$ cat config.mk
export PLATFORM = sky130hd
export DESIGN_NAME = joint_command_slew_limiter
export DESIGN_NICKNAME = d
export VERILOG_FILES = /design/src/hdl/jcsl_pkg.sv /design/src/hdl/joint_command_slew_limiter.sv /design/src/hdl/jcsl_regs.sv /design/src/hdl/jcsl_prep.sv /design/src/hdl/jcsl_update.sv
export SDC_FILE = /design/constraint.sdc
export NUM_CORES = 2
export LEC_CHECK = 0
export ABC_AREA = 1
export BUFFER_PORTS_ARGS = -buffer_cell sky130_fd_sc_hd__buf_2
export CAP_MARGIN = 20
export CORE_MARGIN = 2
export CORE_UTILIZATION = 50
export DETAILED_ROUTE_END_ITERATION = 7
export GPL_TIMING_DRIVEN = 0
export HOLD_SLACK_MARGIN = 0.15
export PLACE_DENSITY = 0.69
export SYNTH_ARGS = -nofsm -noshare
export SYNTH_HDL_FRONTEND = slang
export SYNTH_SLANG_ARGS = --single-unit
$ cat constraint.sdc
create_clock -name clk -period 13.1 [get_ports clk]
set_input_delay 1.31 -clock clk [delete_from_list [all_inputs] [get_ports clk]]
set_output_delay 1.31 -clock clk [all_outputs]
set_load 0.02 [all_outputs]
$ cat src/hdl/jcsl_pkg.sv
package jcsl_pkg;

	localparam int ARM_JOINTS = 6;
	localparam int POS_WIDTH = 20;
	localparam int NUM_JOINTS = ARM_JOINTS + 1;
	localparam int JOINT_W = $clog2(NUM_JOINTS + 1);
	localparam int JIDX_W = $clog2(NUM_JOINTS);

	localparam int VEL_W = 20;
	localparam int LEAD_W = 19;
	localparam int TRAVEL_W = 19;
	localparam int SCALE_W = 24;
	localparam int POLICY_W = 3;
	localparam int MODE_W = 8;
	localparam int PERIOD_W = 20;
	localparam int CMD_W = 24;
	localparam int OUTCOME_W = 2;

	// The period counts units of 2^-20 s, so the step product drops 20 fraction bits.
	localparam int PERIOD_FRAC = 20;
	localparam int LIM_W = VEL_W + PERIOD_W - PERIOD_FRAC;
	localparam logic [PERIOD_W-1:0] DEFAULT_PERIOD = PERIOD_W'(5243);

	// The gripper scale is Q8.16.
	localparam int SCALE_FRAC = 16;
	localparam int GRIP_W = POS_WIDTH - 1;

	localparam int ADDR_W = 5;
	localparam int DATA_W = 32;
	localparam int REG_IDX_W = ADDR_W - 2;

	localparam logic [REG_IDX_W-1:0] REG_MAX_VELOCITY = REG_IDX_W'(0);
	localparam logic [REG_IDX_W-1:0] REG_MAX_LEAD = REG_IDX_W'(1);
	localparam logic [REG_IDX_W-1:0] REG_GRIP_TRAVEL = REG_IDX_W'(2);
	localparam logic [REG_IDX_W-1:0] REG_GRIPPER_SCALE = REG_IDX_W'(3);
	localparam logic [REG_IDX_W-1:0] REG_MERGE_POLICY = REG_IDX_W'(4);
	localparam logic [REG_IDX_W-1:0] REG_COMMAND_MODE = REG_IDX_W'(5);

	localparam logic [POLICY_W-1:0] MERGE_MEAN = POLICY_W'(0);
	localparam logic [POLICY_W-1:0] MERGE_FIRST = POLICY_W'(1);
	localparam logic [POLICY_W-1:0] MERGE_SECOND = POLICY_W'(2);
	localparam logic [POLICY_W-1:0] MERGE_MAX = POLICY_W'(3);
	localparam logic [POLICY_W-1:0] MERGE_MIN = POLICY_W'(4);

	typedef enum logic [OUTCOME_W-1:0] {
		OUTCOME_SENT = 2'd0,
		OUTCOME_STALE = 2'd1,
		OUTCOME_ERROR = 2'd2
	} outcome_t;

	typedef struct packed {
		logic [VEL_W-1:0] max_velocity;
		logic [LEAD_W-1:0] max_lead;
		logic [TRAVEL_W-1:0] grip_travel;
		logic [SCALE_W-1:0] gripper_scale;
		logic [POLICY_W-1:0] merge_policy;
		logic [MODE_W-1:0] command_mode;
	} cfg_t;

	typedef struct packed {
		logic [JOINT_W-1:0] joint;
		logic signed [POS_WIDTH-1:0] target;
		logic signed [POS_WIDTH-1:0] measured;
		logic [LIM_W-1:0] lim;
		logic [GRIP_W-1:0] grip_pos;
		logic fresh;
		logic valid;
	} item_t;

endpackage

$ cat src/hdl/joint_command_slew_limiter.sv
// Joint command slew limiter: each command transfer carries one joint's target and measured
// position and yields exactly one result transfer, in order. Arm joints move their last sent
// position toward the target by at most max_velocity * period, stay within max_lead of the
// measured position and saturate to the position range; the gripper joint merges its two
// finger targets, clamps to zero through the travel limit and scales to a command. The block
// takes one command per cycle while cmd_stall is low; a result is presented once its command
// has passed the input register, the step-limit and finger-merge stage and then the stage that
// reads and updates the per-joint state into the result register. The state update sits in that
// last stage, so commands for the same joint may follow each other back to back. Registers are
// written through the APB port and should only change while no command is in flight.
module joint_command_slew_limiter (
	input logic clk,
	input logic arst_n,
	input logic psel,
	input logic penable,
	input logic pwrite,
	input logic [jcsl_pkg::ADDR_W-1:0] paddr,
	input logic [jcsl_pkg::DATA_W-1:0] pwdata,
	output logic [jcsl_pkg::DATA_W-1:0] prdata,
	output logic pready,
	input logic cmd_valid,
	output logic cmd_stall,
	input logic [jcsl_pkg::JOINT_W-1:0] joint,
	input logic signed [jcsl_pkg::POS_WIDTH-1:0] target,
	input logic signed [jcsl_pkg::POS_WIDTH-1:0] target_second,
	input logic signed [jcsl_pkg::POS_WIDTH-1:0] measured,
	input logic [jcsl_pkg::PERIOD_W-1:0] period,
	input logic status_ok,
	input logic target_valid,
	output logic res_valid,
	input logic res_stall,
	output logic [jcsl_pkg::JOINT_W-1:0] joint_out,
	output logic signed [jcsl_pkg::POS_WIDTH-1:0] sent_position,
	output logic [jcsl_pkg::CMD_W-1:0] gripper_command,
	output logic [jcsl_pkg::OUTCOME_W-1:0] outcome,
	output logic [jcsl_pkg::MODE_W-1:0] mode_out
);

	jcsl_pkg::cfg_t cfg;
	jcsl_pkg::item_t item_s2;
	logic vld_s2;
	logic take_s2;

	jcsl_regs u_regs (
		.clk(clk),
		.arst_n(arst_n),
		.psel(psel),
		.penable(penable),
		.pwrite(pwrite),
		.paddr(paddr),
		.pwdata(pwdata),
		.prdata(prdata),
		.pready(pready),
		.cfg(cfg)
	);

	jcsl_prep u_prep (
		.clk(clk),
		.arst_n(arst_n),
		.cfg(cfg),
		.cmd_valid(cmd_valid),
		.cmd_stall(cmd_stall),
		.joint(joint),
		.target(target),
		.target_second(target_second),
		.measured(measured),
		.period(period),
		.status_ok(status_ok),
		.target_valid(target_valid),
		.take_s2(take_s2),
		.vld_s2(vld_s2),
		.item_s2(item_s2)
	);

	jcsl_update u_update (
		.clk(clk),
		.arst_n(arst_n),
		.cfg(cfg),
		.vld_s2(vld_s2),
		.item_s2(item_s2),
		.take_s2(take_s2),
		.res_valid(res_valid),
		.res_stall(res_stall),
		.joint_out(joint_out),
		.sent_position(sent_position),
		.gripper_command(gripper_command),
		.outcome(outcome),
		.mode_out(mode_out)
	);

endmodule

$ cat src/hdl/jcsl_regs.sv
module jcsl_regs (
	input logic clk,
	input logic arst_n,
	input logic psel,
	input logic penable,
	input logic pwrite,
	input logic [jcsl_pkg::ADDR_W-1:0] paddr,
	input logic [jcsl_pkg::DATA_W-1:0] pwdata,
	output logic [jcsl_pkg::DATA_W-1:0] prdata,
	output logic pready,
	output jcsl_pkg::cfg_t cfg
);

	logic [jcsl_pkg::REG_IDX_W-1:0] idx;
	logic wr_en;
	jcsl_pkg::cfg_t cfg_q;

	assign pready = 1'b1;
	assign idx = paddr[jcsl_pkg::ADDR_W-1:2];
	assign wr_en = psel & penable & pwrite & pready;
	assign cfg = cfg_q;

	always_ff @(posedge clk or negedge arst_n) begin
		if (!arst_n) begin
			cfg_q.max_velocity <= jcsl_pkg::VEL_W'(65536);
			cfg_q.max_lead <= jcsl_pkg::LEAD_W'(13107);
			cfg_q.grip_travel <= jcsl_pkg::TRAVEL_W'(65536);
			cfg_q.gripper_scale <= jcsl_pkg::SCALE_W'(65536);
			cfg_q.merge_policy <= jcsl_pkg::MERGE_MEAN;
			cfg_q.command_mode <= '0;
		end else if (wr_en) begin
			case (idx)
				jcsl_pkg::REG_MAX_VELOCITY: begin
					cfg_q.max_velocity <= pwdata[jcsl_pkg::VEL_W-1:0];
				end
				jcsl_pkg::REG_MAX_LEAD: begin
					cfg_q.max_lead <= pwdata[jcsl_pkg::LEAD_W-1:0];
				end
				jcsl_pkg::REG_GRIP_TRAVEL: begin
					cfg_q.grip_travel <= pwdata[jcsl_pkg::TRAVEL_W-1:0];
				end
				jcsl_pkg::REG_GRIPPER_SCALE: begin
					cfg_q.gripper_scale <= pwdata[jcsl_pkg::SCALE_W-1:0];
				end
				jcsl_pkg::REG_MERGE_POLICY: begin
					cfg_q.merge_policy <= pwdata[jcsl_pkg::POLICY_W-1:0];
				end
				jcsl_pkg::REG_COMMAND_MODE: begin
					cfg_q.command_mode <= pwdata[jcsl_pkg::MODE_W-1:0];
				end
				default: begin
				end
			endcase
		end
	end

	always_comb begin
		case (idx)
			jcsl_pkg::REG_MAX_VELOCITY: prdata = jcsl_pkg::DATA_W'(cfg_q.max_velocity);
			jcsl_pkg::REG_MAX_LEAD: prdata = jcsl_pkg::DATA_W'(cfg_q.max_lead);
			jcsl_pkg::REG_GRIP_TRAVEL: prdata = jcsl_pkg::DATA_W'(cfg_q.grip_travel);
			jcsl_pkg::REG_GRIPPER_SCALE: prdata = jcsl_pkg::DATA_W'(cfg_q.gripper_scale);
			jcsl_pkg::REG_MERGE_POLICY: prdata = jcsl_pkg::DATA_W'(cfg_q.merge_policy);
			jcsl_pkg::REG_COMMAND_MODE: prdata = jcsl_pkg::DATA_W'(cfg_q.command_mode);
			default: prdata = '0;
		endcase
	end

endmodule

$ cat src/hdl/jcsl_prep.sv
module jcsl_prep (
	input logic clk,
	input logic arst_n,
	input jcsl_pkg::cfg_t cfg,
	input logic cmd_valid,
	output logic cmd_stall,
	input logic [jcsl_pkg::JOINT_W-1:0] joint,
	input logic signed [jcsl_pkg::POS_WIDTH-1:0] target,
	input logic signed [jcsl_pkg::POS_WIDTH-1:0] target_second,
	input logic signed [jcsl_pkg::POS_WIDTH-1:0] measured,
	input logic [jcsl_pkg::PERIOD_W-1:0] period,
	input logic status_ok,
	input logic target_valid,
	input logic take_s2,
	output logic vld_s2,
	output jcsl_pkg::item_t item_s2
);

	localparam int PROD_W = jcsl_pkg::VEL_W + jcsl_pkg::PERIOD_W;
	localparam int SUM_W = jcsl_pkg::POS_WIDTH + 1;
	localparam int CMP_W = ((jcsl_pkg::TRAVEL_W > jcsl_pkg::POS_WIDTH) ?
		jcsl_pkg::TRAVEL_W : jcsl_pkg::POS_WIDTH) + 1;

	logic vld_s1;
	logic [jcsl_pkg::JOINT_W-1:0] joint_s1;
	logic signed [jcsl_pkg::POS_WIDTH-1:0] target_s1;
	logic signed [jcsl_pkg::POS_WIDTH-1:0] second_s1;
	logic signed [jcsl_pkg::POS_WIDTH-1:0] measured_s1;
	logic [jcsl_pkg::PERIOD_W-1:0] period_s1;
	logic fresh_s1;
	logic valid_s1;

	logic ready_s1;
	logic ready_s2;
	logic [jcsl_pkg::PERIOD_W-1:0] period_eff;
	logic [PROD_W-1:0] step_prod;
	logic signed [SUM_W-1:0] finger_sum;
	logic signed [jcsl_pkg::POS_WIDTH-1:0] merged;
	logic [CMP_W-1:0] merged_u;
	logic [CMP_W-1:0] travel_u;
	logic [jcsl_pkg::GRIP_W-1:0] grip_pos;
	jcsl_pkg::item_t item_d;

	assign ready_s2 = !vld_s2 || take_s2;
	assign ready_s1 = !vld_s1 || ready_s2;
	assign cmd_stall = !ready_s1;

	always_ff @(posedge clk or negedge arst_n) begin
		if (!arst_n) begin
			vld_s1 <= 1'b0;
			vld_s2 <= 1'b0;
		end else begin
			if (ready_s1) begin
				vld_s1 <= cmd_valid;
			end
			if (ready_s2) begin
				vld_s2 <= vld_s1;
			end
		end
	end

	always_ff @(posedge clk) begin
		if (cmd_valid && ready_s1) begin
			joint_s1 <= joint;
			target_s1 <= target;
			second_s1 <= target_second;
			measured_s1 <= measured;
			period_s1 <= period;
			fresh_s1 <= status_ok;
			valid_s1 <= target_valid;
		end
		if (vld_s1 && ready_s2) begin
			item_s2 <= item_d;
		end
	end

	// Step limit: max_velocity * period (a zero period uses the default), fraction bits dropped.
	assign period_eff = (period_s1 == '0) ? jcsl_pkg::DEFAULT_PERIOD : period_s1;
	assign step_prod = PROD_W'(cfg.max_velocity) * PROD_W'(period_eff);

	// The mean rounds toward minus infinity, which an arithmetic shift gives.
	assign finger_sum = SUM_W'(target_s1) + SUM_W'(second_s1);

	always_comb begin
		case (cfg.merge_policy)
			jcsl_pkg::MERGE_FIRST: merged = target_s1;
			jcsl_pkg::MERGE_SECOND: merged = second_s1;
			jcsl_pkg::MERGE_MAX: merged = (target_s1 > second_s1) ? target_s1 : second_s1;
			jcsl_pkg::MERGE_MIN: merged = (target_s1 < second_s1) ? target_s1 : second_s1;
			default: merged = finger_sum[SUM_W-1:1];
		endcase
	end

	// A non-negative merged value already fits the position range, so the
	// smaller of it and the travel needs no further saturation.
	assign merged_u = CMP_W'(unsigned'(merged));
	assign travel_u = CMP_W'(cfg.grip_travel);

	always_comb begin
		if (merged < 0) begin
			grip_pos = '0;
		end else if (travel_u < merged_u) begin
			grip_pos = travel_u[jcsl_pkg::GRIP_W-1:0];
		end else begin
			grip_pos = merged_u[jcsl_pkg::GRIP_W-1:0];
		end
	end

	always_comb begin
		item_d.joint = joint_s1;
		item_d.target = target_s1;
		item_d.measured = measured_s1;
		item_d.lim = step_prod[PROD_W-1:jcsl_pkg::PERIOD_FRAC];
		item_d.grip_pos = grip_pos;
		item_d.fresh = fresh_s1;
		item_d.valid = valid_s1;
	end

endmodule

$ cat src/hdl/jcsl_update.sv
module jcsl_update (
	input logic clk,
	input logic arst_n,
	input jcsl_pkg::cfg_t cfg,
	input logic vld_s2,
	input jcsl_pkg::item_t item_s2,
	output logic take_s2,
	output logic res_valid,
	input logic res_stall,
	output logic [jcsl_pkg::JOINT_W-1:0] joint_out,
	output logic signed [jcsl_pkg::POS_WIDTH-1:0] sent_position,
	output logic [jcsl_pkg::CMD_W-1:0] gripper_command,
	output logic [jcsl_pkg::OUTCOME_W-1:0] outcome,
	output logic [jcsl_pkg::MODE_W-1:0] mode_out
);

	localparam int W = ((jcsl_pkg::LIM_W > jcsl_pkg::POS_WIDTH) ?
		jcsl_pkg::LIM_W : jcsl_pkg::POS_WIDTH) + 3;
	localparam int GPROD_W = jcsl_pkg::GRIP_W + jcsl_pkg::SCALE_W;
	localparam int GSHIFT_W = GPROD_W - jcsl_pkg::SCALE_FRAC;

	logic signed [jcsl_pkg::POS_WIDTH-1:0] last_q [jcsl_pkg::NUM_JOINTS];
	logic [jcsl_pkg::NUM_JOINTS-1:0] ready_q;
	logic res_valid_q;

	logic ready_out;
	logic [jcsl_pkg::JIDX_W-1:0] jidx;
	logic in_range;
	logic is_grip;
	logic accept_ok;
	logic signed [jcsl_pkg::POS_WIDTH-1:0] last;
	logic signed [W-1:0] diff;
	logic signed [W-1:0] lim_w;
	logic signed [W-1:0] step;
	logic signed [W-1:0] pos;
	logic signed [W-1:0] lead_lo;
	logic signed [W-1:0] lead_hi;
	logic signed [W-1:0] pos_lead;
	logic signed [W-1:0] pos_max;
	logic signed [W-1:0] pos_min;
	logic signed [jcsl_pkg::POS_WIDTH-1:0] arm_pos;
	logic signed [jcsl_pkg::POS_WIDTH-1:0] grip_sent;
	logic [GPROD_W-1:0] gprod;
	logic [GSHIFT_W-1:0] gshift;
	logic [jcsl_pkg::CMD_W-1:0] gcmd;
	logic signed [jcsl_pkg::POS_WIDTH-1:0] sent_d;
	logic [jcsl_pkg::CMD_W-1:0] gcmd_d;
	jcsl_pkg::outcome_t outcome_d;

	assign ready_out = !res_valid_q || !res_stall;
	assign take_s2 = vld_s2 && ready_out;
	assign res_valid = res_valid_q;

	assign jidx = item_s2.joint[jcsl_pkg::JIDX_W-1:0];
	assign in_range = item_s2.joint <= jcsl_pkg::JOINT_W'(jcsl_pkg::ARM_JOINTS);
	assign is_grip = item_s2.joint == jcsl_pkg::JOINT_W'(jcsl_pkg::ARM_JOINTS);
	assign accept_ok = item_s2.fresh && item_s2.valid && in_range;

	// A joint that has not been initialized starts from its measured position.
	assign last = ready_q[jidx] ? last_q[jidx] : item_s2.measured;

	assign diff = W'(item_s2.target) - W'(last);
	assign lim_w = W'(item_s2.lim);
	assign lead_lo = W'(item_s2.measured) - W'(cfg.max_lead);
	assign lead_hi = W'(item_s2.measured) + W'(cfg.max_lead);
	assign pos_max = W'({1'b0, {(jcsl_pkg::POS_WIDTH-1){1'b1}}});
	assign pos_min = -pos_max - W'(1);

	always_comb begin
		if (diff < -lim_w) begin
			step = -lim_w;
		end else if (diff > lim_w) begin
			step = lim_w;
		end else begin
			step = diff;
		end
		pos = W'(last) + step;
		if (pos < lead_lo) begin
			pos_lead = lead_lo;
		end else if (pos > lead_hi) begin
			pos_lead = lead_hi;
		end else begin
			pos_lead = pos;
		end
		if (pos_lead < pos_min) begin
			arm_pos = pos_min[jcsl_pkg::POS_WIDTH-1:0];
		end else if (pos_lead > pos_max) begin
			arm_pos = pos_max[jcsl_pkg::POS_WIDTH-1:0];
		end else begin
			arm_pos = pos_lead[jcsl_pkg::POS_WIDTH-1:0];
		end
	end

	assign grip_sent = jcsl_pkg::POS_WIDTH'(item_s2.grip_pos);
	assign gprod = GPROD_W'(item_s2.grip_pos) * GPROD_W'(cfg.gripper_scale);
	assign gshift = gprod[GPROD_W-1:jcsl_pkg::SCALE_FRAC];
	assign gcmd = (gshift > GSHIFT_W'({jcsl_pkg::CMD_W{1'b1}})) ?
		{jcsl_pkg::CMD_W{1'b1}} : gshift[jcsl_pkg::CMD_W-1:0];

	always_comb begin
		sent_d = '0;
		gcmd_d = '0;
		if (!item_s2.fresh) begin
			outcome_d = jcsl_pkg::OUTCOME_STALE;
		end else if (!accept_ok) begin
			outcome_d = jcsl_pkg::OUTCOME_ERROR;
		end else begin
			outcome_d = jcsl_pkg::OUTCOME_SENT;
			if (is_grip) begin
				sent_d = grip_sent;
				gcmd_d = gcmd;
			end else begin
				sent_d = arm_pos;
			end
		end
	end

	always_ff @(posedge clk or negedge arst_n) begin
		if (!arst_n) begin
			res_valid_q <= 1'b0;
			ready_q <= '0;
		end else begin
			if (ready_out) begin
				res_valid_q <= vld_s2;
			end
			if (take_s2) begin
				if (!item_s2.fresh) begin
					ready_q <= '0;
				end else if (accept_ok) begin
					ready_q[jidx] <= 1'b1;
				end
			end
		end
	end

	always_ff @(posedge clk) begin
		if (take_s2) begin
			if (accept_ok) begin
				last_q[jidx] <= sent_d;
			end
			joint_out <= item_s2.joint;
			sent_position <= sent_d;
			gripper_command <= gcmd_d;
			outcome <= outcome_d;
			mode_out <= cfg.command_mode;
		end
	end

endmodule

==> out/results.txt <==
CTS max path bufs: 3
Largest net degree at the start of global routing: 94
Worst stage delay on the critical path: 680 ps
Final Wtd Congestion: 1.006
Die area: 115900 um^2
Yosys warns: 0
Most used cell, CP: nand2_1
CP delay by family, top: compound AO/OA/AOI/OAI gates
Routed WL: 179000 um
Final Cell Area: 62020 um^2
GR Overflow Total: 0
Antenna violations before repair: 8
Post-Synth Simple-Gate Area: 17.30%
I/O pins: 221
Max_slew headroom: 18.11%
Crit path required time: 13580 ps
Post-synth EDFFs: 366
Post-synthesis cell count: 6843
Starting Density: 50.37%
#FFs+latches synth: 472
Post-DP HPWL: 147900 um
Final Max Tran Viols: 0
Post-synthesis xor/xnor area fraction: 1.979%
Post-synthesis mux area share: 0%
Vias in the first global route: 47.28k
Type of origin of the critical path: flop
Netlist cell types: 68
Final Instance Count excl. Fillers: 8681
Critical setup path kind: reg -> reg
Post-DR wirelength/cell: 20.62 um
Row count: 123
Max-Cap Viols: 0
Largest family of logic cells by synthesized area: adder cells
CTS HTree Levels: 2
IO Port Bufs: 201
Antenna Nets Post-Route: 0
Max FO, Critical Path: 10
Adder-cell share of the synthesized area: 35.50%
Final setup vio count: 0
First-pass DRT Iterations: 6
Total CTS buffers: 55
Seq/Total Area, Yosys: 24.11%
Via-to-Cell Ratio: 5.485
Total placed cells including tap cells: 8566
Area Growth Syn to Fin: 9.593%
Chip width: 340.4 um
# DRC: 0
Synth Area in Compound Gates: 9.012%
Status: complete, no violations
Post-Syn Area: 56590 um^2
NumNets Final: 8449
Post-route setup TNS: 0 ps
Total track usage: 31.06%
Fraction of layout cells with a size suffix above 1: 7.524%
Clk_skew: 54.06 ps
CTS tree: built
Clk slew on worst S/H paths: 60 ps
Final Critical Period: 12270 ps
Ys async rst share: 21.82%
Iteration-0 DRC count of the detailed router: 4657
Syn_area_per_cell: 8.270 um^2
CTS Sinks: 472
CP bufs+invs: 11
Arrival time worst endpoint: 12750 ps
Fin. Hold Viols: 0
CP Capture Type: flop
Flop2flop setup slack: 830 ps
DP Area: 59770 um^2
F_max: 81.47 MHz
Most used flip-flop cell after synthesis: edfxtp_1
CORE AREA: 112300 um^2
Hold buffer count at CTS: 0
Clock Tree Root: clkbuf_16
Slowest cell on crit path: o21ai_0
First-pass GRT wire length: 273800 um
Die H: 340.4 um
Period Utilization, post-route: 93.70%
Hold WC Path Type: reg -> reg
Vias post-DR: 47.62k
Actual slew at the worst max-slew pin: 1228 ps
Clk_lat worst skew: 700 ps
==> cells in the mapped netlist (10+ instances only) <==
cell	number	area, um^2
nand2_1	1586	5953
o211ai_1	37	277.8
clkbuf_1	248	930.9
nand3_1	147	735.7
fa_1	696	13930
a21oi_2	18	157.7
xnor2_1	35	306.5
a21o_1	14	105.1
buf_4	17	127.6
o2111ai_1	17	148.9
dfstp_2	11	289.0
nand2_2	34	212.7
inv_1	1448	5435
a21boi_0	12	90.09
nor4_1	14	87.58
a21oi_1	325	1627
buf_1	17	63.81
dfrtp_1	92	2302
o21a_1	19	142.6
o21ai_0	288	1441
inv_2	15	56.30
o21ai_1	17	85.08
nor3_1	72	360.4
buf_2	22	110.1
nand4_1	53	331.6
ha_1	492	6156
nand3_2	17	170.2
edfxtp_1	366	10990
a31oi_1	20	125.1
o221ai_1	23	201.4
xor2_1	91	797.0
a211oi_1	14	105.1
nor2_1	437	1640
o31ai_1	10	75.07
a22oi_1	13	97.59
==> state kept, by name, indices dropped and copies added (netlist names), 2 cells and up, named ones only <==
| signal | count |
|---|---|
| u_update.outcome | 2 |
| u_prep.period_s1 | 20 |
| u_update.last_q | 140 |
| u_update.ready_q | 7 |
| u_regs.cfg | 93 |
| u_prep.item_s2 | 84 |
| u_prep.joint_s1 | 3 |
| u_update.sent_position | 20 |
| u_update.mode_out | 8 |
| u_prep.measured_s1 | 20 |
| u_prep.second_s1 | 20 |
| u_update.gripper_command | 24 |
| u_update.joint_out | 3 |
| u_prep.target_s1 | 20 |
==> final timing paths <==
kind,start,to,depth (start not counted)
setup / recovery,u_prep.item_s2[81],u_update.last_q[1][10],68
hold / removal,u_prep.valid_s1,u_prep.item_s2[0],0
setup reg to reg,u_prep.item_s2[81],u_update.last_q[1][10],68
hold reg to reg,u_prep.valid_s1,u_prep.item_s2[0],0
max in group asynchronous,arst_n,u_regs.cfg[81],2
min in group asynchronous,arst_n,u_update.res_valid,1
==> layer usage <==
| metal | wire length (um) | vias to the layer above | global-route usage [%] |
|---|---|---|---|
| li1 | - | 21847 | - |
| met1 | 74010 | 23264 | 41.91 |
| met2 | 80390 | 2107 | 49.17 |
| met3 | 15990 | 401 | 5.703 |
| met4 | 8622 | 0 | 13.35 |
| met5 | 0 | - | 0 |
==> layout make-up <==
type | count | area [um^2]
fill | 10364 | 50320
multi-input combinational | 4596 | 36350
sequential | 472 | 13640
inverter | 1470 | 5527
tap | 1500 | 1877
clock buffer | 72 | 1564
buffer | 311 | 1339
timing repair buffer | 226 | 1310
clock inverter | 30 | 400.4
antenna | 4 | 10.01
==> through the flow <==
step	util, %	setup slack (ps)	hold slack, ps
final	55.21	825.4	414.9
after CTS	54.99	15.29	403.1
after global routing	55.20	-13.33	411.6
after floorplan	-	3222	400.3
after detailed placement	53.20	-699.4	405.2
after global placement	52.96	-656.1	404.3
==> cell usage in the layout, fill, tap and decap left out, types with 10 or more instances in the layout <==
cell	count
nand2_1	1584
inv_1	1445
fa_1	696
ha_1	492
nor2_1	434
edfxtp_1	366
a21oi_1	315
o21ai_0	285
clkbuf_1	239
buf_2	222
nand3_1	147
dfrtp_1	92
xor2_1	91
nor3_1	71
clkbuf_16	58
nand4_1	53
o211ai_1	37
nand2_2	36
xnor2_1	35
buf_4	33
o221ai_1	23
o21ai_1	19
a31oi_1	19
o21a_1	19
buf_1	17
o2111ai_1	17
clkbuf_2	17
nand3_2	17
a21oi_4	17
inv_2	16
a21o_1	14
a211oi_1	14
a22oi_1	13
a21oi_2	12
nor4_1	11
nor2_2	11
dfstp_2	11
o31ai_1	10
==> kinds of logic after synthesis <==
family	count (synthesis)
other cells	2
xor+xnor	127
flops	472
fa+ha+maj	1188
compound gates	877
buf+inv	1782
simple gates	2395
==> what timing repair did <==
action | CTS | global route
resized for setup | 16 | 55
setup endpoints to repair | 160 | 160
pin swaps | 0 | 1
setup buffers | 0 | 9
Power is not shown: default switching activity piles up to over one toggle a cycle in this logic, so the estimate is an artifact.
